<file path="config.mk">
export PLATFORM = sky130hd
export DESIGN_NAME = emg_intent_min_jerk_rise_core
export DESIGN_NICKNAME = d
export VERILOG_FILES = /design/src/hw/rtl/emg_imj_pkg.sv /design/src/hw/rtl/emg_imj_window.sv /design/src/hw/rtl/emg_imj_div.sv /design/src/hw/rtl/emg_imj_mul.sv /design/src/hw/rtl/emg_intent_min_jerk_rise_core.sv
export SDC_FILE = /design/constraint.sdc
export NUM_CORES = 1
export LEC_CHECK = 0
export BUFFER_PORTS_ARGS = -buffer_cell sky130_fd_sc_hd__clkbuf_2
export CAP_MARGIN = 30
export CORE_MARGIN = 4
export CORE_UTILIZATION = 57
export DETAILED_ROUTE_END_ITERATION = 8
export PLACE_DENSITY = 0.86
export SLEW_MARGIN = 10
export SYNTH_ARGS = -nofsm -noshare
export SYNTH_HDL_FRONTEND = slang
export SYNTH_HIERARCHICAL = 1
export SYNTH_SLANG_ARGS = --single-unit
</file>
<file path="constraint.sdc">
create_clock -name aclk -period 7.1 [get_ports aclk]
set_input_delay 1.42 -clock aclk [delete_from_list [all_inputs] [get_ports aclk]]
set_output_delay 1.42 -clock aclk [all_outputs]
set_load 0.005 [all_outputs]
</file>
<file path="src/hw/rtl/emg_imj_pkg.sv">
// shared constants, register codes and control types for the emg intent rise core
package emg_imj_pkg;

    localparam int DEFAULT_WINDOW_DEPTH = 64;

    localparam int ANGLE_W = 16;
    localparam int TICKS_W = 16;
    localparam int THR_W   = 8;
    localparam int CODE_W  = 8;
    localparam int FRAC_W  = 16;

    localparam int CFG_INDEX_W = 2;
    localparam int CFG_DATA_W  = 16;

    localparam logic [CFG_INDEX_W-1:0] CFG_HOLD_ANGLE       = 2'd0;
    localparam logic [CFG_INDEX_W-1:0] CFG_RISE_TICKS       = 2'd1;
    localparam logic [CFG_INDEX_W-1:0] CFG_INTENT_THRESHOLD = 2'd2;

    localparam logic [ANGLE_W-1:0] HOLD_ANGLE_RESET       = 16'd3840;
    localparam logic [TICKS_W-1:0] RISE_TICKS_RESET       = 16'd500;
    localparam logic [THR_W-1:0]   INTENT_THRESHOLD_RESET = 8'hcc;

    localparam logic [CODE_W-1:0] CODE_PLANTARFLEX = 8'h00;
    localparam logic [CODE_W-1:0] CODE_DORSIFLEX   = 8'h02;

    // window entries are 2-bit signed: -1, 0, +1
    localparam logic [1:0] WIN_MINUS = 2'b11;
    localparam logic [1:0] WIN_ZERO  = 2'b00;
    localparam logic [1:0] WIN_PLUS  = 2'b01;

    // radix-4 serial multiplier: signed multiplicand, unsigned multiplier
    localparam int MUL_AW = 18;
    localparam int MUL_BW = 20;
    localparam int MUL_HW = MUL_AW + 3;
    localparam int MUL_PW = MUL_HW + MUL_BW;

    localparam logic [FRAC_W:0]   BLEND_ONE  = 17'h10000;
    localparam logic [MUL_BW:0]   Q_BASE     = 21'd655360;
    localparam logic [2*FRAC_W-1:0] ROUND_HALF = 32'h0000_8000;

    typedef struct packed {
        logic       clear;
        logic       advance;
        logic       update;
        logic [1:0] value;
    } win_ctrl_t;

endpackage

</file>
<file path="src/hw/rtl/emg_imj_window.sv">
// circular intent window with running sum, fill flag instead of clearing the memory
module emg_imj_window #(
    parameter int WINDOW_DEPTH = emg_imj_pkg::DEFAULT_WINDOW_DEPTH,
    localparam int SUM_W = $clog2(WINDOW_DEPTH + 1) + 1
) (
    input  logic                    aclk,
    input  logic                    aresetn,
    input  emg_imj_pkg::win_ctrl_t  ctrl,
    output logic signed [SUM_W-1:0] sum
);

    localparam int PTR_W = (WINDOW_DEPTH > 1) ? $clog2(WINDOW_DEPTH) : 1;
    localparam logic [PTR_W-1:0] PTR_LAST = PTR_W'(WINDOW_DEPTH - 1);

    logic [1:0]       mem [WINDOW_DEPTH];
    logic [1:0]       rd_reg;
    logic [PTR_W-1:0] ptr_reg, ptr_next, ptr_adv;
    logic             full_reg, full_next;
    logic [SUM_W-1:0] sum_reg, sum_next;
    logic [1:0]       old_value;

    assign ptr_adv   = (ptr_reg == PTR_LAST) ? '0 : ptr_reg + PTR_W'(1);
    // entries ahead of the write point hold nothing until the first wrap
    assign old_value = full_reg ? rd_reg : emg_imj_pkg::WIN_ZERO;

    always_comb begin
        ptr_next  = ptr_reg;
        full_next = full_reg;
        sum_next  = sum_reg;
        if (ctrl.clear) begin
            ptr_next  = PTR_LAST;
            full_next = 1'b0;
            sum_next  = '0;
        end else if (ctrl.advance) begin
            ptr_next = ptr_adv;
        end else if (ctrl.update) begin
            sum_next = sum_reg
                     - {{(SUM_W-2){old_value[1]}}, old_value}
                     + {{(SUM_W-2){ctrl.value[1]}}, ctrl.value};
            if (ptr_reg == PTR_LAST) begin
                full_next = 1'b1;
            end
        end
    end

    always_ff @(posedge aclk) begin
        if (!aresetn) begin
            ptr_reg  <= PTR_LAST;
            full_reg <= 1'b0;
            sum_reg  <= '0;
        end else begin
            ptr_reg  <= ptr_next;
            full_reg <= full_next;
            sum_reg  <= sum_next;
        end
    end

    always_ff @(posedge aclk) begin
        if (ctrl.advance) begin
            rd_reg <= mem[ptr_adv];
        end
        if (ctrl.update) begin
            mem[ptr_reg] <= ctrl.value;
        end
    end

    assign sum = $signed(sum_reg);

endmodule

</file>
<file path="src/hw/rtl/emg_imj_div.sv">
// restoring divider, one quotient bit per cycle, fractional quotient of num/den with num < den
module emg_imj_div (
    input  logic                             aclk,
    input  logic                             aresetn,
    input  logic                             start,
    input  logic [emg_imj_pkg::FRAC_W-1:0]   num,
    input  logic [emg_imj_pkg::TICKS_W-1:0]  den,
    output logic                             done,
    output logic [emg_imj_pkg::FRAC_W-1:0]   quot
);

    localparam int QW    = emg_imj_pkg::FRAC_W;
    localparam int DW    = emg_imj_pkg::TICKS_W;
    localparam int CNT_W = $clog2(QW);
    localparam logic [CNT_W-1:0] CNT_LAST = CNT_W'(QW - 1);

    logic [DW:0]      rem_reg, rem_next;
    logic [DW-1:0]    den_reg, den_next;
    logic [QW-1:0]    quot_reg, quot_next;
    logic [CNT_W-1:0] cnt_reg, cnt_next;
    logic             busy_reg, busy_next;
    logic             done_reg, done_next;
    logic [DW:0]      trial;
    logic [DW+1:0]    diff;
    logic             fits;

    assign trial = {rem_reg[DW-1:0], 1'b0};
    assign diff  = {1'b0, trial} - {2'b00, den_reg};
    assign fits  = ~diff[DW+1];

    always_comb begin
        rem_next  = rem_reg;
        den_next  = den_reg;
        quot_next = quot_reg;
        cnt_next  = cnt_reg;
        busy_next = busy_reg;
        done_next = 1'b0;
        if (start) begin
            rem_next  = {{(DW+1-QW){1'b0}}, num};
            den_next  = den;
            quot_next = '0;
            cnt_next  = '0;
            busy_next = 1'b1;
        end else if (busy_reg) begin
            rem_next  = fits ? diff[DW:0] : trial;
            quot_next = {quot_reg[QW-2:0], fits};
            cnt_next  = cnt_reg + CNT_W'(1);
            if (cnt_reg == CNT_LAST) begin
                busy_next = 1'b0;
                done_next = 1'b1;
            end
        end
    end

    always_ff @(posedge aclk) begin
        if (!aresetn) begin
            busy_reg <= 1'b0;
            done_reg <= 1'b0;
            cnt_reg  <= '0;
        end else begin
            busy_reg <= busy_next;
            done_reg <= done_next;
            cnt_reg  <= cnt_next;
        end
    end

    always_ff @(posedge aclk) begin
        rem_reg  <= rem_next;
        den_reg  <= den_next;
        quot_reg <= quot_next;
    end

    assign done = done_reg;
    assign quot = quot_reg;

endmodule

</file>
<file path="src/hw/rtl/emg_imj_mul.sv">
// radix-4 shift-add multiplier, two multiplier bits per cycle, signed by unsigned
module emg_imj_mul (
    input  logic                               aclk,
    input  logic                               aresetn,
    input  logic                               start,
    input  logic signed [emg_imj_pkg::MUL_AW-1:0] a,
    input  logic [emg_imj_pkg::MUL_BW-1:0]     b,
    output logic                               done,
    output logic [emg_imj_pkg::MUL_PW-1:0]     prod
);

    localparam int AW     = emg_imj_pkg::MUL_AW;
    localparam int BW     = emg_imj_pkg::MUL_BW;
    localparam int HW     = emg_imj_pkg::MUL_HW;
    localparam int DIGITS = BW / 2;
    localparam int CNT_W  = $clog2(DIGITS);
    localparam logic [CNT_W-1:0] CNT_LAST = CNT_W'(DIGITS - 1);

    logic [AW-1:0]    a_reg, a_next;
    logic [HW-1:0]    hi_reg, hi_next;
    logic [BW-1:0]    lo_reg, lo_next;
    logic [CNT_W-1:0] cnt_reg, cnt_next;
    logic             busy_reg, busy_next;
    logic             done_reg, done_next;
    logic [HW-1:0]    a_ext, a_dbl, partial;

    assign a_ext   = {{(HW-AW){a_reg[AW-1]}}, a_reg};
    assign a_dbl   = {a_ext[HW-2:0], 1'b0};
    assign partial = hi_reg + (lo_reg[0] ? a_ext : '0) + (lo_reg[1] ? a_dbl : '0);

    always_comb begin
        a_next    = a_reg;
        hi_next   = hi_reg;
        lo_next   = lo_reg;
        cnt_next  = cnt_reg;
        busy_next = busy_reg;
        done_next = 1'b0;
        if (start) begin
            a_next    = a;
            hi_next   = '0;
            lo_next   = b;
            cnt_next  = '0;
            busy_next = 1'b1;
        end else if (busy_reg) begin
            // arithmetic shift of the partial product by one digit
            hi_next  = {{2{partial[HW-1]}}, partial[HW-1:2]};
            lo_next  = {partial[1:0], lo_reg[BW-1:2]};
            cnt_next = cnt_reg + CNT_W'(1);
            if (cnt_reg == CNT_LAST) begin
                busy_next = 1'b0;
                done_next = 1'b1;
            end
        end
    end

    always_ff @(posedge aclk) begin
        if (!aresetn) begin
            busy_reg <= 1'b0;
            done_reg <= 1'b0;
            cnt_reg  <= '0;
        end else begin
            busy_reg <= busy_next;
            done_reg <= done_next;
            cnt_reg  <= cnt_next;
        end
    end

    always_ff @(posedge aclk) begin
        a_reg  <= a_next;
        hi_reg <= hi_next;
        lo_reg <= lo_next;
    end

    assign done = done_reg;
    assign prod = {hi_reg, lo_reg};

endmodule

</file>
<file path="src/hw/rtl/emg_intent_min_jerk_rise_core.sv">
// top level: intent window, rise timer and serial minimum-jerk blend
//
//  channel   dir  handshake             payload
//  s_        in   s_tvalid / s_tready   s_tdata: intent_code, joint_angle; s_tuser: func
//  m_        out  m_tvalid / m_tready   m_tdata: desired_angle, exit_request, holding
//  cfg_      in   cfg_wr_en             cfg_index, cfg_wdata (hold, ticks, threshold)
//
// m_tvalid rises when the output state loads the result; a reset tick reaches it from the
// window state, other ticks via update and compare, a rising tick also via the divider (16
// steps) and four multiplies (10 radix-4 steps each, plus start state) sharing one unit.
// one tick is in flight at a time; the next is accepted while a result still waits in the
// output register, and a second result stalls in the output state until m_tready.
// reset clears the window through a fill flag, so no clearing pass is needed.
module emg_intent_min_jerk_rise_core #(
    parameter int WINDOW_DEPTH = emg_imj_pkg::DEFAULT_WINDOW_DEPTH
) (
    input  logic                                  aclk,
    input  logic                                  aresetn,
    input  logic                                  s_tvalid,
    output logic                                  s_tready,
    input  logic [23:0]                           s_tdata,   // intent_code[7:0], joint_angle[23:8]
    input  logic [0:0]                            s_tuser,   // func[0]
    output logic                                  m_tvalid,
    input  logic                                  m_tready,
    output logic [23:0]                           m_tdata,   // desired_angle[15:0], exit_request[16],
                                                             // holding[17], zero[23:18]
    input  logic                                  cfg_wr_en,
    input  logic [emg_imj_pkg::CFG_INDEX_W-1:0]   cfg_index,
    input  logic [emg_imj_pkg::CFG_DATA_W-1:0]    cfg_wdata
);

    localparam int SUM_W   = $clog2(WINDOW_DEPTH + 1) + 1;
    localparam int ANGLE_W = emg_imj_pkg::ANGLE_W;
    localparam int TICKS_W = emg_imj_pkg::TICKS_W;
    localparam int THR_W   = emg_imj_pkg::THR_W;
    localparam int CODE_W  = emg_imj_pkg::CODE_W;
    localparam int FRAC_W  = emg_imj_pkg::FRAC_W;
    localparam int MUL_AW  = emg_imj_pkg::MUL_AW;
    localparam int MUL_BW  = emg_imj_pkg::MUL_BW;
    localparam int MUL_PW  = emg_imj_pkg::MUL_PW;

    typedef enum logic [7:0] {
        ST_IDLE = 8'b0000_0001,
        ST_WIN  = 8'b0000_0010,
        ST_UPD  = 8'b0000_0100,
        ST_CMP  = 8'b0000_1000,
        ST_DIV  = 8'b0001_0000,
        ST_MST  = 8'b0010_0000,
        ST_MUL  = 8'b0100_0000,
        ST_OUT  = 8'b1000_0000
    } state_t;

    typedef enum logic [1:0] {
        MUL_S2,
        MUL_S3,
        MUL_BLEND,
        MUL_SCALE
    } mul_sel_t;

    state_t             state_reg, state_next;
    mul_sel_t           sel_reg, sel_next;
    logic               func_reg, func_next;
    logic [CODE_W-1:0]  code_reg, code_next;
    logic [ANGLE_W-1:0] angle_reg, angle_next;
    logic [ANGLE_W-1:0] hold_reg, hold_next;
    logic [TICKS_W-1:0] ticks_reg, ticks_next;
    logic [THR_W-1:0]   thr_reg, thr_next;
    logic [TICKS_W-1:0] timer_reg, timer_next;
    logic [ANGLE_W-1:0] start_reg, start_next;
    logic [FRAC_W-1:0]  s_reg, s_next;
    logic [FRAC_W-1:0]  s2_reg, s2_next;
    logic [FRAC_W-1:0]  s3_reg, s3_next;
    logic [FRAC_W:0]    b_reg, b_next;
    logic [ANGLE_W-1:0] res_angle_reg, res_angle_next;
    logic               res_exit_reg, res_exit_next;
    logic               res_hold_reg, res_hold_next;
    logic               m_valid_reg, m_valid_next;
    logic [ANGLE_W-1:0] out_angle_reg, out_angle_next;
    logic               out_exit_reg, out_exit_next;
    logic               out_hold_reg, out_hold_next;

    emg_imj_pkg::win_ctrl_t  win_ctrl;
    logic signed [SUM_W-1:0] win_sum;
    logic                    div_start, div_done;
    logic [FRAC_W-1:0]       div_quot;
    logic                    mul_start, mul_done;
    logic signed [MUL_AW-1:0] mul_a;
    logic [MUL_BW-1:0]       mul_b;
    logic [MUL_PW-1:0]       mul_prod;

    logic [TICKS_W-1:0]      timer_inc;
    logic [SUM_W+THR_W-1:0]  sum_x, thr_x;
    logic                    rise_active;
    logic [1:0]              code_value;
    logic [ANGLE_W:0]        delta;
    logic [MUL_BW:0]         q_word;
    logic [MUL_BW-1:0]       b_raw;
    logic [2*FRAC_W-1:0]     rounded;

    emg_imj_window #(
        .WINDOW_DEPTH(WINDOW_DEPTH)
    ) u_window (
        .aclk   (aclk),
        .aresetn(aresetn),
        .ctrl   (win_ctrl),
        .sum    (win_sum)
    );

    emg_imj_div u_div (
        .aclk   (aclk),
        .aresetn(aresetn),
        .start  (div_start),
        .num    (timer_inc),
        .den    (ticks_reg),
        .done   (div_done),
        .quot   (div_quot)
    );

    emg_imj_mul u_mul (
        .aclk   (aclk),
        .aresetn(aresetn),
        .start  (mul_start),
        .a      (mul_a),
        .b      (mul_b),
        .done   (mul_done),
        .prod   (mul_prod)
    );

    assign timer_inc   = (timer_reg == '1) ? timer_reg : timer_reg + TICKS_W'(1);
    assign sum_x       = {{THR_W{win_sum[SUM_W-1]}}, win_sum};
    assign thr_x       = {{SUM_W{thr_reg[THR_W-1]}}, thr_reg};
    assign rise_active = $signed(sum_x) <= $signed(thr_x);
    assign code_value  = (code_reg == emg_imj_pkg::CODE_PLANTARFLEX) ? emg_imj_pkg::WIN_MINUS :
                         (code_reg == emg_imj_pkg::CODE_DORSIFLEX)   ? emg_imj_pkg::WIN_PLUS  :
                                                                       emg_imj_pkg::WIN_ZERO;
    assign delta       = {hold_reg[ANGLE_W-1], hold_reg} - {start_reg[ANGLE_W-1], start_reg};
    // q = 10 - 15 s + 6 s^2 in Q16, always positive
    assign q_word      = emg_imj_pkg::Q_BASE
                       + (MUL_BW+1)'({s2_reg, 2'b00}) + (MUL_BW+1)'({s2_reg, 1'b0})
                       - (MUL_BW+1)'({s_reg, 4'b0000}) + (MUL_BW+1)'(s_reg);
    assign b_raw       = mul_prod[FRAC_W+MUL_BW-1:FRAC_W];
    assign rounded     = mul_prod[2*FRAC_W-1:0] + emg_imj_pkg::ROUND_HALF;

    assign s_tready = (state_reg == ST_IDLE);

    always_comb begin
        state_next     = state_reg;
        sel_next       = sel_reg;
        func_next      = func_reg;
        code_next      = code_reg;
        angle_next     = angle_reg;
        hold_next      = hold_reg;
        ticks_next     = ticks_reg;
        thr_next       = thr_reg;
        timer_next     = timer_reg;
        start_next     = start_reg;
        s_next         = s_reg;
        s2_next        = s2_reg;
        s3_next        = s3_reg;
        b_next         = b_reg;
        res_angle_next = res_angle_reg;
        res_exit_next  = res_exit_reg;
        res_hold_next  = res_hold_reg;
        m_valid_next   = m_valid_reg;
        out_angle_next = out_angle_reg;
        out_exit_next  = out_exit_reg;
        out_hold_next  = out_hold_reg;
        win_ctrl       = '0;
        div_start      = 1'b0;
        mul_start      = 1'b0;
        mul_a          = '0;
        mul_b          = '0;

        if (cfg_wr_en) begin
            unique case (cfg_index)
                emg_imj_pkg::CFG_HOLD_ANGLE: begin
                    hold_next = cfg_wdata[ANGLE_W-1:0];
                end
                emg_imj_pkg::CFG_RISE_TICKS: begin
                    ticks_next = cfg_wdata[TICKS_W-1:0];
                end
                emg_imj_pkg::CFG_INTENT_THRESHOLD: begin
                    thr_next = cfg_wdata[THR_W-1:0];
                end
                default: begin
                end
            endcase
        end

        if (m_valid_reg && m_tready) begin
            m_valid_next = 1'b0;
        end

        unique case (state_reg)
            ST_IDLE: begin
                if (s_tvalid) begin
                    func_next  = s_tuser[0];
                    code_next  = s_tdata[CODE_W-1:0];
                    angle_next = s_tdata[CODE_W+ANGLE_W-1:CODE_W];
                    state_next = ST_WIN;
                end
            end
            ST_WIN: begin
                if (func_reg) begin
                    win_ctrl.clear = 1'b1;
                    timer_next     = '0;
                    start_next     = angle_reg;
                    res_angle_next = angle_reg;
                    res_exit_next  = 1'b0;
                    res_hold_next  = 1'b0;
                    state_next     = ST_OUT;
                end else begin
                    win_ctrl.advance = 1'b1;
                    state_next       = ST_UPD;
                end
            end
            ST_UPD: begin
                win_ctrl.update = 1'b1;
                win_ctrl.value  = code_value;
                state_next      = ST_CMP;
            end
            ST_CMP: begin
                res_exit_next = 1'b0;
                res_hold_next = 1'b0;
                if (rise_active) begin
                    timer_next = timer_inc;
                    if (timer_inc < ticks_reg) begin
                        div_start  = 1'b1;
                        state_next = ST_DIV;
                    end else begin
                        res_angle_next = hold_reg;
                        res_hold_next  = 1'b1;
                        state_next     = ST_OUT;
                    end
                end else begin
                    res_angle_next = angle_reg;
                    res_exit_next  = 1'b1;
                    state_next     = ST_OUT;
                end
            end
            ST_DIV: begin
                if (div_done) begin
                    s_next     = div_quot;
                    sel_next   = MUL_S2;
                    state_next = ST_MST;
                end
            end
            ST_MST: begin
                mul_start = 1'b1;
                unique case (sel_reg)
                    MUL_S2: begin
                        mul_a = MUL_AW'(s_reg);
                        mul_b = MUL_BW'(s_reg);
                    end
                    MUL_S3: begin
                        mul_a = MUL_AW'(s_reg);
                        mul_b = MUL_BW'(s2_reg);
                    end
                    MUL_BLEND: begin
                        mul_a = MUL_AW'(s3_reg);
                        mul_b = q_word[MUL_BW-1:0];
                    end
                    MUL_SCALE: begin
                        mul_a = {delta[ANGLE_W], delta};
                        mul_b = MUL_BW'(b_reg);
                    end
                    default: begin
                    end
                endcase
                state_next = ST_MUL;
            end
            ST_MUL: begin
                if (mul_done) begin
                    state_next = ST_MST;
                    unique case (sel_reg)
                        MUL_S2: begin
                            s2_next  = mul_prod[2*FRAC_W-1:FRAC_W];
                            sel_next = MUL_S3;
                        end
                        MUL_S3: begin
                            s3_next  = mul_prod[2*FRAC_W-1:FRAC_W];
                            sel_next = MUL_BLEND;
                        end
                        MUL_BLEND: begin
                            // blend weight saturates at one
                            b_next   = (b_raw > MUL_BW'(emg_imj_pkg::BLEND_ONE)) ?
                                       emg_imj_pkg::BLEND_ONE : b_raw[FRAC_W:0];
                            sel_next = MUL_SCALE;
                        end
                        MUL_SCALE: begin
                            res_angle_next = start_reg + rounded[2*FRAC_W-1:FRAC_W];
                            state_next     = ST_OUT;
                        end
                        default: begin
                        end
                    endcase
                end
            end
            ST_OUT: begin
                if (!m_valid_reg || m_tready) begin
                    m_valid_next   = 1'b1;
                    out_angle_next = res_angle_reg;
                    out_exit_next  = res_exit_reg;
                    out_hold_next  = res_hold_reg;
                    state_next     = ST_IDLE;
                end
            end
            default: begin
                state_next = ST_IDLE;
            end
        endcase
    end

    always_ff @(posedge aclk) begin
        if (!aresetn) begin
            state_reg   <= ST_IDLE;
            sel_reg     <= MUL_S2;
            m_valid_reg <= 1'b0;
            hold_reg    <= emg_imj_pkg::HOLD_ANGLE_RESET;
            ticks_reg   <= emg_imj_pkg::RISE_TICKS_RESET;
            thr_reg     <= emg_imj_pkg::INTENT_THRESHOLD_RESET;
            timer_reg   <= '0;
            start_reg   <= '0;
        end else begin
            state_reg   <= state_next;
            sel_reg     <= sel_next;
            m_valid_reg <= m_valid_next;
            hold_reg    <= hold_next;
            ticks_reg   <= ticks_next;
            thr_reg     <= thr_next;
            timer_reg   <= timer_next;
            start_reg   <= start_next;
        end
    end

    always_ff @(posedge aclk) begin
        func_reg      <= func_next;
        code_reg      <= code_next;
        angle_reg     <= angle_next;
        s_reg         <= s_next;
        s2_reg        <= s2_next;
        s3_reg        <= s3_next;
        b_reg         <= b_next;
        res_angle_reg <= res_angle_next;
        res_exit_reg  <= res_exit_next;
        res_hold_reg  <= res_hold_next;
        out_angle_reg <= out_angle_next;
        out_exit_reg  <= out_exit_next;
        out_hold_reg  <= out_hold_next;
    end

    assign m_tvalid = m_valid_reg;
    assign m_tdata  = {6'b000000, out_hold_reg, out_exit_reg, out_angle_reg};

    // the divider and the shared multiplier only finish while the sequencer waits on them
    a_div_done_in_wait: assert property (@(posedge aclk) disable iff (!aresetn)
        div_done |-> (state_reg == ST_DIV))
        else $error("divider finished outside its wait state");

    a_mul_done_in_wait: assert property (@(posedge aclk) disable iff (!aresetn)
        mul_done |-> (state_reg == ST_MUL))
        else $error("multiplier finished outside its wait state");

    a_result_loaded: assert property (@(posedge aclk) disable iff (!aresetn)
        (state_reg == ST_OUT && (!m_valid_reg || m_tready)) |=> m_valid_reg)
        else $error("result not presented after output load");

    a_flags_exclusive: assert property (@(posedge aclk) disable iff (!aresetn)
        m_valid_reg |-> !(out_exit_reg && out_hold_reg))
        else $error("exit and holding flagged together");

endmodule

</file>
==> results.yml <==
outcome:
  status: "complete, no violations"
cts:
  h-tree-depth: 2
  clock_latency_ns: 0.59
  cts.sink_count: 471
  cts_tree: "built"
  clockBufferDepth: 3
  cts_resized: 0
  clk_pin_slew_worst_paths_ns: 0.06
  post_cts_buffers: 0
  cts_buffers: 47
  clockRootBuffer: "clkbuf_16"
  ctsHoldBuffers: 0
timing:
  drv_slew: 0
  max_freq_mhz: 218
  skew_ns: 0.0333
  setup_ws_ns: 2.50
  worst_pin_slew_ns: 0.892
  setup_viol: 0
  rsz0062_at_grt: "false"
  relSlewSlack_pct: 40.4
  fin_setup_tns_ns: 0
  min_period_ns: 4.60
  hold_viol: 0
  finalCritPeriodShare_pct: 64.7
global_route:
  grt_pass1_wl_um: 104000
  grtUsageMet2_pct: 43.4
  antenna_found_initial: 2
  grt_overflow: 0
  grt_usage_pct: 25.9
  use_met3_pct: 4.34
  met1_usage_pct: 33.3
  grt_max_degree: 66
  grt_pass1_vias: 19500
  busiest_layer: "met2"
critical_path:
  reg2reg_slack_ns: 2.50
  path_depth: 13
  critPathBufInv: 1
  critPathMostFrequentCell: "ha_1"
  reg2reg_to: "u_div/rem_reg[14]"
  start_kind: "flop"
  path_class: "reg2reg"
  critPathMaxFanout: 53
  cpLargestDelayFamily: "simple AND/OR/NAND/NOR gates"
  slowest_delay_ns: 0.48
  crit_start: "timer_reg[0]"
  cp_slowest_cell: "buf_4"
  end_kind: "flop"
  rr_startpoint: "timer_reg[0]"
  critPathCapture: "u_div/rem_reg[14]"
  path_cells: "ha_1 -> nand3_1 -> nor3b_4 -> nand2_4 -> mux2_2 -> ha_1 -> or3b_2 -> nor3b_1 -> mux2i_1 -> a221o_2 -> a211oi_4 -> buf_4 -> or2_2"
  crit_required_ns: 7.33
  cp_data_arrival_time_ns: 4.83
  r2r_cells: 13
power:
  power.total_mw: 6.05
  p_leak_nw: 11.1
  power_density_nw_per_um2: 213
  peakVddDrop_uv: 239
layout:
  final_area_um2: 28400
  most-common-layout-cells: "edfxtp_1, nand2_1, nor2_1, inv_1"
  largest_register_ffs: 128
  fin_nets: 2759
  diodes: 0
  drive_above_1_share_pct: 9.70
  fin_util_pct: 63.7
  area_growth_pct: 9.29
  mostFrequentLayoutCell: "edfxtp_1"
floorplan:
  start_util_pct: 58.3
  core_um2: 44600
  die_area_um2: 49100
  die_h_um: 222
  die_w_um: 222
  ioPinCount: 74
  row_count: 77
route:
  via_per_inst: 6.23
  wire_per_inst_um: 20.8
  totalWireLength_um: 65700
  drc: 0
  drtIter0Drc: 2112
  ant_nets: 0
  dr.pass1.iters: 6
  vias: 19600
place:
  portBuffers: 67
  globalplace.congestion: 0.944
  pre_cts_slack_ns: 2.54
  hpwl_um: 46600
  placed_cell_area_um2: 26900
logic_synthesis:
  syn-cell-area_um2: 26000
  yosysWarnings: 6
  syn_inst: 2471
  avgSynthCellArea_um2: 10.5
worst_hold_path:
  hold_path_class: "reg2reg"
  min_from: "res_angle_reg[6]"
flow_run:
  cap_viol_max_count: 0
[report_power, final]
group	switching (mW)	leakage [nW]	internal, mW
logic	0.285	6.17	0.195
registers	0.0880	4.13	2.98
clock network	1.06	0.768	1.44
[worst register-to-register path, stage by stage, from the launching register on]
cell and delay [ns]:
dfxtp_1 0.44, ha_1 0.24, nand3_1 0.16, nor3b_4 0.37, nand2_4 0.14, mux2_2 0.32
ha_1 0.20, or3b_2 0.46, nor3b_1 0.22, mux2i_1 0.11, a221o_2 0.40, a211oi_4 0.24
buf_4 0.48, or2_2 0.47
[layout make-up]
class | count | area [um^2]
Clock inverter | 26 | 260
Clock buffer | 59 | 1290
Timing Repair Buffer | 95 | 573
Tap cell | 592 | 741
Inverter | 204 | 766
Sequential cell | 471 | 12700
Fill cell | 3304 | 16200
Multi-Input combinational cell | 1703 | 12100
[worst min path at each step]
stage / endpoint / slack, ns / cells past startpoint
finish: out_angle_reg[6] / 0.40 / 0
floorplan: out_angle_reg[0] / 0.40 / 0
CTS: out_angle_reg[6] / 0.42 / 0
global placement: out_hold_reg / 0.40 / 0
global route: out_hold_reg / 0.44 / 0
detailed placement: out_angle_reg[9] / 0.42 / 0
[through the flow]
step | hold slack (ns) | std cells
2_1_floorplan | 0.400 | 2476
3_3_place_gp | 0.403 | 3061
3_5_place_dp | 0.416 | 3064
4_1_cts | 0.418 | 3149
5_1_grt | 0.438 | 3150
6_report | 0.404 | 3150
[metal layers]
metal  vias up  wire, um
met5         -        15
li1       8958         -
met3       196      5620
met2       972     31300
met1      9506     25400
met4         4      3300
Power figures use the tool's default switching activity.
